**config.mk**
```make
export PLATFORM = sky130hd
export DESIGN_NAME = table_driven_mealy_transducer_core
export DESIGN_NICKNAME = d
export VERILOG_FILES = /design/src/hdl/tdmt_pkg.sv /design/src/hdl/table_driven_mealy_transducer_core.sv
export SDC_FILE = /design/constraint.sdc
export NUM_CORES = 2
export LEC_CHECK = 0
export BUFFER_PORTS_ARGS = -buffer_cell sky130_fd_sc_hd__clkbuf_2
export CORE_UTILIZATION = 30
export DETAILED_ROUTE_END_ITERATION = 6
export GPL_ROUTABILITY_DRIVEN = 0
export SYNTH_ARGS = -nofsm -noshare
export SYNTH_HDL_FRONTEND = slang
export SYNTH_SLANG_ARGS = --single-unit
```
**constraint.sdc**
```tcl
create_clock -name i_clk -period 5.22 [get_ports i_clk]
set_clock_uncertainty 0.05 [all_clocks]
set_input_delay 1.044 -clock i_clk [delete_from_list [all_inputs] [get_ports i_clk]]
set_output_delay 1.044 -clock i_clk [all_outputs]
set_load 0.03 [all_outputs]
```
**src/hdl/tdmt_pkg.sv**
```systemverilog
package tdmt_pkg;

    localparam int STATE_W    = 4;
    localparam int SYM_W      = 4;
    localparam int BYTE_W     = 8;
    localparam int MAX_STATES = 1 << STATE_W;
    localparam int TRANS_AW   = STATE_W + SYM_W;
    localparam int TRANS_DEPTH = 1 << TRANS_AW;
    localparam int MAP_DEPTH  = 1 << BYTE_W;
    localparam int CFG_IDX_W  = 2;
    localparam int CFG_DATA_W = 8;

    typedef enum logic [1:0] {
        ACT_MAP_BYTE     = 2'd0,
        ACT_WRITE_TRANS  = 2'd1,
        ACT_WRITE_ACCEPT = 2'd2,
        ACT_SYMBOL       = 2'd3
    } t_action;

    typedef enum logic [CFG_IDX_W-1:0] {
        CFG_START_STATE    = 2'd0,
        CFG_TRANSLATE_MODE = 2'd1
    } t_cfg_reg;

    typedef struct packed {
        logic [1:0]         action;
        logic [BYTE_W-1:0]  in_byte;
        logic [SYM_W-1:0]   symbol_index;
        logic               map_valid;
        logic [STATE_W-1:0] state_index;
        logic [STATE_W-1:0] next_state;
        logic [BYTE_W-1:0]  out_byte;
        logic               accept_flag;
        logic               word_last;
    } t_in;

    typedef struct packed {
        logic [BYTE_W-1:0] translated_byte;
        logic              byte_valid;
        logic              word_done;
        logic              accepted;
        logic              bad_symbol;
    } t_out;

    typedef struct packed {
        logic [STATE_W-1:0] next_state;
        logic [BYTE_W-1:0]  out_byte;
    } t_trans_entry;

endpackage

```
**src/hdl/table_driven_mealy_transducer_core.sv**
```systemverilog
// Channel | Direction | Handshake                    | Payload
// in      | request   | i_in_valid / o_in_stall      | i_in  (tdmt_pkg::t_in)
// out     | result    | o_out_valid / i_out_stall    | o_out (tdmt_pkg::t_out)
// cfg     | write     | i_cfg_valid / o_cfg_ready    | i_cfg_index, i_cfg_data
//
// One request, set-up or symbol, is taken every cycle while o_in_stall is low; a symbol
// is registered in the map and transition stages and its result in the output register.
// The rate is set by the transition memory read: its registered data feeds the next
// symbol's read address combinationally through the state forwarding path.
// Reset is synchronous and active low; it clears the map valid bits and accept flags.
// A stalled output holds back a symbol with a result and the requests behind it;
// bubbles upstream still fill while it waits.
module table_driven_mealy_transducer_core (
    input  logic                                i_clk,
    input  logic                                i_rst_n,
    input  logic                                i_in_valid,
    output logic                                o_in_stall,
    input  tdmt_pkg::t_in                       i_in,
    output logic                                o_out_valid,
    input  logic                                i_out_stall,
    output tdmt_pkg::t_out                      o_out,
    input  logic                                i_cfg_valid,
    output logic                                o_cfg_ready,
    input  logic [tdmt_pkg::CFG_IDX_W-1:0]      i_cfg_index,
    input  logic [tdmt_pkg::CFG_DATA_W-1:0]     i_cfg_data
);
    import tdmt_pkg::*;

    // Configuration registers.
    logic [STATE_W-1:0] r_start_state;
    logic               r_translate;

    // Map stage (request registered together with its symbol map read).
    logic               r_b_valid;
    t_in                r_b_item;
    logic               r_b_map_ok;
    logic [SYM_W-1:0]   r_b_map_sym;

    // Transition stage.
    logic               r_c_valid;
    t_in                r_c_item;
    logic               r_c_hit;
    logic [STATE_W-1:0] r_c_state;
    logic               r_c_werr;
    t_trans_entry       r_c_trans;

    // Automaton state as of the last symbol that left the transition stage.
    logic [STATE_W-1:0]    r_state;
    logic                  r_werr;
    logic                  r_started;
    logic [MAX_STATES-1:0] r_accept_flags;

    // Tables.
    logic [MAP_DEPTH-1:0] r_map_valid;
    logic [SYM_W-1:0]     r_map_sym_mem [MAP_DEPTH];
    t_trans_entry         r_trans_mem [TRANS_DEPTH];

    logic  r_out_valid;
    t_out  r_out;

    logic               en_out;
    logic               c_is_sym;
    logic [STATE_W-1:0] c_state;
    logic               c_werr;
    logic               c_res;
    t_out               c_out;
    logic               c_go;
    logic               c_free;
    logic               b_go;
    logic               b_free;
    logic               in_accept;
    logic [STATE_W-1:0] f_state;
    logic               f_werr;
    logic               f_started;
    logic [STATE_W-1:0] b_state;
    logic               b_werr;
    logic [TRANS_AW-1:0] trans_raddr;
    logic [TRANS_AW-1:0] trans_waddr;

    assign o_cfg_ready = 1'b1;

    always_ff @(posedge i_clk) begin
        if (!i_rst_n) begin
            r_start_state <= '0;
            r_translate   <= 1'b1;
        end else if (i_cfg_valid) begin
            unique case (i_cfg_index)
                CFG_START_STATE:    r_start_state <= i_cfg_data[STATE_W-1:0];
                CFG_TRANSLATE_MODE: r_translate   <= i_cfg_data[0];
                default:            ;
            endcase
        end
    end

    // Transition stage: take the transition or keep the state on an unmapped byte.
    always_comb begin
        c_is_sym = (r_c_item.action == ACT_SYMBOL);
        c_state  = r_c_hit ? r_c_trans.next_state : r_c_state;
        c_werr   = r_c_werr | ~r_c_hit;
        c_res    = r_c_valid & c_is_sym & (r_translate | r_c_item.word_last);
        c_out.translated_byte = (r_translate & r_c_hit) ? r_c_trans.out_byte : '0;
        c_out.byte_valid      = r_translate & r_c_hit;
        c_out.word_done       = r_c_item.word_last;
        c_out.accepted        = r_c_item.word_last & r_accept_flags[c_state] & ~c_werr;
        c_out.bad_symbol      = r_c_item.word_last & c_werr;
    end

    always_comb begin
        en_out    = ~r_out_valid | ~i_out_stall;
        c_go      = r_c_valid & (~c_res | en_out);
        c_free    = ~r_c_valid | c_go;
        b_go      = r_b_valid & c_free;
        b_free    = ~r_b_valid | b_go;
        in_accept = i_in_valid & b_free;
    end

    assign o_in_stall = ~b_free;

    // The symbol in the map stage sees the state left by the symbol ahead of it.
    always_comb begin
        if (r_c_valid && c_is_sym) begin
            f_state   = c_state;
            f_werr    = c_werr;
            f_started = ~r_c_item.word_last;
        end else begin
            f_state   = r_state;
            f_werr    = r_werr;
            f_started = r_started;
        end
        b_state     = f_started ? f_state : r_start_state;
        b_werr      = f_started & f_werr;
        trans_raddr = {b_state, r_b_map_sym};
        trans_waddr = {r_b_item.state_index, r_b_item.symbol_index};
    end

    always_ff @(posedge i_clk) begin
        if (!i_rst_n) begin
            r_b_valid <= 1'b0;
        end else if (b_free) begin
            r_b_valid <= in_accept;
        end
    end

    always_ff @(posedge i_clk) begin
        if (in_accept) begin
            r_b_item   <= i_in;
            r_b_map_ok <= r_map_valid[i_in.in_byte];
        end
    end

    always_ff @(posedge i_clk) begin
        if (!i_rst_n) begin
            r_map_valid <= '0;
        end else if (in_accept && i_in.action == ACT_MAP_BYTE) begin
            r_map_valid[i_in.in_byte] <= i_in.map_valid;
        end
    end

    always_ff @(posedge i_clk) begin
        if (in_accept) begin
            if (i_in.action == ACT_MAP_BYTE) begin
                r_map_sym_mem[i_in.in_byte] <= i_in.symbol_index;
            end
            r_b_map_sym <= r_map_sym_mem[i_in.in_byte];
        end
    end

    // Writes land in the same stage as reads, so request order is kept.
    always_ff @(posedge i_clk) begin
        if (b_go) begin
            if (r_b_item.action == ACT_WRITE_TRANS) begin
                r_trans_mem[trans_waddr] <= {r_b_item.next_state, r_b_item.out_byte};
            end
            r_c_trans <= r_trans_mem[trans_raddr];
        end
    end

    always_ff @(posedge i_clk) begin
        if (!i_rst_n) begin
            r_c_valid <= 1'b0;
        end else if (c_free) begin
            r_c_valid <= b_go;
        end
    end

    always_ff @(posedge i_clk) begin
        if (b_go) begin
            r_c_item  <= r_b_item;
            r_c_hit   <= r_b_map_ok;
            r_c_state <= b_state;
            r_c_werr  <= b_werr;
        end
    end

    always_ff @(posedge i_clk) begin
        if (!i_rst_n) begin
            r_state        <= '0;
            r_werr         <= 1'b0;
            r_started      <= 1'b0;
            r_accept_flags <= '0;
        end else if (c_go) begin
            if (c_is_sym) begin
                r_state   <= c_state;
                r_werr    <= c_werr;
                r_started <= ~r_c_item.word_last;
            end
            if (r_c_item.action == ACT_WRITE_ACCEPT) begin
                r_accept_flags[r_c_item.state_index] <= r_c_item.accept_flag;
            end
        end
    end

    always_ff @(posedge i_clk) begin
        if (!i_rst_n) begin
            r_out_valid <= 1'b0;
        end else if (en_out) begin
            r_out_valid <= c_res;
        end
    end

    always_ff @(posedge i_clk) begin
        if (en_out && c_res) begin
            r_out <= c_out;
        end
    end

    assign o_out_valid = r_out_valid;
    assign o_out       = r_out;

endmodule

```
# == Word-level counts from Yosys, hierarchy flattened ==
# Memory sizes are Yosys's and may differ from the RTL's. A register that Yosys moved wholly into a read port is not among the register bits.
# Cells that the tools add are included.
# classes
n_addsub,0
multipliers,0
n_div,0
order_cmp,5
n_eq_ne,4
shift,0
muxes,21
n_bitwise,25
n_reduce_logical,11
# ops
cell,count
$bwmux 256,1
$bwmux 16,1
$mux 1,12
$mux 4,3
$and 1x1->1,10
$lt 4x5->1 const B,2
$lt 8x9->1 const B,1
$not 1->1,9
$bmux 1 s8,1
$demux 1 s8,1
$ge 8x1->1 const B,1
$reduce_and 2->1,4
$or 1x1->1,6
$logic_and 1x1->1,5
$bmux 1 s4,1
$demux 1 s4,1
$eq 2x1->1 const B,2
$eq 2x2->1 const B,2
$ge 4x1->1 const B,1
$logic_not 2->1,2
# totals
reg_bits,337
latch_bits,0
mem_bits_rw,4096
rom_bits,0
memories,2
# mem_list
name,depth,width,read_ports,rd_clocked_by_memory_dff,write_ports,line,rtl
r_trans_mem,256,12,1,1,1,table_driven_mealy_transducer_core.sv:56,t_trans_entry r_trans_mem [TRANS_DEPTH];
r_map_sym_mem,256,4,1,1,1,table_driven_mealy_transducer_core.sv:55,logic [SYM_W-1:0] r_map_sym_mem [MAP_DEPTH];

# == Longest topological paths before layout ==
# depth
ltp_word,12
depth_mapped,13
ltp_nobuf,9

# == Least setup slack after synthesis ==
# Ideal clock, no wire load.
# synth_timing
kind,reg2reg
from,register r_b_item[2] in the netlist's numbering
to,memory r_trans_mem[0][0] in the netlist's numbering (data pin)
t_arrival_ps,3228
t_required_ps,4353
path_slack_ps,1124
stages_incl_launch_ff,1
path_buffers,0
synth_period_minus_slack_ps,4096
cell_sequence,edfxtp_1
# synth_rtl
item,line,rtl
"start, declared",table_driven_mealy_transducer_core.sv:35,t_in r_b_item;
"start signal, assigned",table_driven_mealy_transducer_core.sv:146,r_b_item <= i_in;
"end, declared",table_driven_mealy_transducer_core.sv:56,
# Straight into the memory's write port.

# == Worst setup path after layout ==
# layout_timing
from,register r_c_item (netlist bit c_out[2])
to,"register, netlist name r_c_trans[10]"
# layout_via
elab_chain_len,7
word_cells_on_any_way,10
# layout_lines
item,line,rtl
"start, declared",table_driven_mealy_transducer_core.sv:41,t_in r_c_item;
"start signal, assigned",table_driven_mealy_transducer_core.sv:188,r_c_item <= r_b_item;
$or 1x1->1,table_driven_mealy_transducer_core.sv:100,c_res = r_c_valid & c_is_sym & (r_translate | r_c_item.word_last);
$and 1x1->1,table_driven_mealy_transducer_core.sv:100,
$not 1->1,table_driven_mealy_transducer_core.sv:110,c_go = r_c_valid & (~c_res | en_out);
$or 1x1->1,table_driven_mealy_transducer_core.sv:110,
$and 1x1->1,table_driven_mealy_transducer_core.sv:110,
$or 1x1->1,table_driven_mealy_transducer_core.sv:111,c_free = ~r_c_valid | c_go;
$and 1x1->1,table_driven_mealy_transducer_core.sv:112,b_go = r_b_valid & c_free;
# Several ways; a longest one is shown, not always the timed one.
# A chain may end at the register's enable or synchronous reset.

==> flow_summary_export.csv <==
group,metric,value,unit
synthesis,synth-seq-cells,4449,
timing,fin_crit,4342,ps
clock_tree,cts_made_buffers,423,
routing,vias,85978,
worst_setup_path,r2r_start,"c_out[2]",
timing,grt_setup_unrepaired,"false",
synthesis,netlist_instances,8376,
worst_setup_path,cp-start-kind,"flip-flop",
timing,tightest_slew,1213,ps
global_route,grt_pass1_wl,628.4,mm
global_route,antenna_found_initial,19,
status,status,"complete, but fails checks",
finish,final_common_cell,"edfxtp_1",
clock_tree,cts_hold_buffers,0,
timing,setup_viol_count_final,0,
finish,postLayoutCoreUtil,0.3467,
synthesis,synth_edf_count,4163,
floorplan,die_w,763.5,µm
worst_setup_path,cp.required,6100,ps
job,cap_viol_max_count,0,
synthesis,synth.avg_cell_area,20.77,µm²
clock_tree,clk-insertion-delay-late,1040,ps
power,power.share.clock,0.399,
power,switching_share,0.2252,
global_route,grt_pass1_vias,87628,
min_path,hold_path_class,"in2reg",
finish,final_cell_mix,"edfxtp_1, mux4_2, nor2_1",
worst_setup_path,crit_start,"c_out[2]",
power,p_int,58.37,mW
power,comb_power_share,0.079,
timing,slew_headroom,0.1912,
timing,fmax,230.3,MHz
routing,drt-total-wl,434.5,mm
clock_tree,cts_buffer_depth,4,
timing,report.final.slew_viol_count,0,
clock_tree,htree_levels,5,
global_route,grt_overflow_total,0,
timing,hold_slack,132.2,ps
synthesis,yosys_warnings,0,
placement,io_buffers,57,
status,violations,"DRC",
power,p_leak,61.51,nW
worst_setup_path,rr_endpoint,"r_c_trans[10]",
power,seq_power_share,0.522,
clock_tree,tritoncts,"done",
floorplan,dieArea,582900,µm²
routing,first_iter_violations,9515,
synthesis,yosys_most_used_dff,"edfxtp_1",
worst_setup_path,r2r_setup_slack,880,ps
finish,synthToLayoutAreaGrowth,15.08,%
power,p_sw,16.97,mW
synthesis,synth_area,174000,µm²
worst_setup_path,setup.worst_path.end,"r_c_trans[10]",
power,p_per_area,376.3,nW/µm²
synthesis,synthDistinctLibCells,65,
global_route,grt_max_degree,193,
timing,fin_crit_sh,0.8317,
worst_setup_path,ff2ff_path_depth,8,
placement,dp_hpwl,266.2,mm
floorplan,pin_count,63,
synthesis,synthArstFlopShare,0,
worst_setup_path,path_max_fanout,44,
synthesis,synth_nets,8424,
routing,drc,8,
floorplan,num_rows,279,
global_route,grt_usage,0.1449,
clock_tree,cts_setup_buffers,0,
timing,hold_viol,0,
worst_setup_path,cp-end-kind,"flip-flop",
power,irDropWorstVdd,0.2875,mV
floorplan,core,577400,µm²
timing,setup-tns-final,0,ps
finish,layout-drive-gt1-share,0.2772,
finish,nets,8921,
worst_setup_path,critPathKind,"reg2reg",
clock_tree,cts_resized,0,
floorplan,initial_core_util,0.3013,
synthesis,synth_seq_area_share,0.7515,
routing,drtPass1Iterations,7,
routing,final_antenna_net_count,0,
clock_tree,cts.sinks,4449,
routing,vias_per_cell,5.069,
routing,wl_per_cell,25.62,µm
floorplan,fp.dieH,763.5,µm
clock_tree,clkTransAtPathRegs,70,ps
worst_setup_path,worstPathArrival,5220,ps
clock_tree,root_buffer,"clkbuf_16",
-- power by group through the flow --
stage          combinational, mW  sequential, mW  clock (mW)
6_report                    5.97            39.3        30.0
5_1_grt                     6.27            39.3        31.9
4_1_cts                     6.06            39.3        30.6
3_5_place_dp                6.04            40.1           0
3_3_place_gp                5.93            40.1           0
2_1_floorplan               3.43            40.4           0
-- Yosys cell counts, drive strengths merged, types with 10 or more instances --
library cell     n  share of area
nor2           561          0.012
a21boi         266          0.011
dfxtp          286          0.033
nand2          377         0.0081
nand3          124         0.0036
o22ai           14        0.00050
a221oi          10        0.00058
a22oi           27         0.0012
buf            220         0.0070
mux4          1309           0.17
and3            19        0.00068
a21oi           28        0.00081
o221ai          18        0.00091
clkbuf         331         0.0071
a31oi           15        0.00054
mux2i          163         0.0094
nor3            18        0.00052
nor2b           30         0.0011
o21ai          277         0.0080
a211oi          12        0.00055
edfxtp        4163           0.72
-- state kept, by name, summed over array words and instances (netlist names), 4 cells and up --
| register | flops |
|---|---|
| r_trans_mem | 3072 |
| r_map_sym_mem | 1024 |
| r_map_valid | 256 |
| r_b_item | 24 |
| r_accept_flags | 16 |
| o_out | 12 |
| r_c_trans | 12 |
| r_c_item | 7 |
| r_b_map_sym | 4 |
| r_c_state | 4 |
| r_start_state | 4 |
| r_state | 4 |
-- final cells by class --
type / count / area (µm²)
Clock buffer: 527 / 11040
Multi-Input combinational cell: 3367 / 40890
Inverter: 9 / 41.29
Fill cell: 53120 / 377200
Clock inverter: 249 / 2340
Antenna cell: 11 / 27.53
Tap cell: 7727 / 9668
Sequential cell: 4449 / 130700
Timing Repair Buffer: 623 / 5456
-- worst min path at each step --
stage	cells after the start	endpoint	slack (ps)	from
after global routing	1	r_b_item[4]	80	i_in[4]
after CTS	1	r_b_item[4]	50	i_in[4]
final	1	r_b_item[16]	130	i_in[16]
after detailed placement	0	c_out[2]	360	r_b_item[0]
after floorplan	0	c_out[2]	350	r_b_item[0]
after global placement	0	c_out[2]	360	r_b_item[0]
-- metal layers --
metal | wire (µm) | GRT usage
met4 | 11430 | 0.03733
met3 | 34890 | 0.02835
met2 | 209500 | 0.2361
met5 | 45 | 0
met1 | 178700 | 0.1994
-- kinds of logic after synthesis --
family | synth area share
other | 0.00002156
and+or+nand+nor | 0.02780
buffers and inverters | 0.01431
DFF | 0.7515
muxes | 0.1793
AOI/OAI and AO/OA | 0.02705
-- stage by stage --
step / std cells / setup slack [ps] / power (mW) / cell area [µm²]
global placement: 16175 / 545.9 / 46.03 / 186800
finish: 16962 / 878.4 / 75.34 / 200200
CTS: 16951 / 856.3 / 76.02 / 200200
detailed placement: 16175 / 515.0 / 46.14 / 186800
floorplan: 8376 / 1124 / 43.83 / 174000
global route: 16952 / 664.9 / 77.49 / 200200
-- critical path: stages (launching register included) --
cell and delay [ps]:
edfxtp_1 510, and4b_1 620, a32o_1 430, or2_4 420, buf_12 320, mux2i_1 250, mux4_2 610, o22ai_1 610
o22a_1 260
Note: power is estimated with default switching activity, not from simulation.
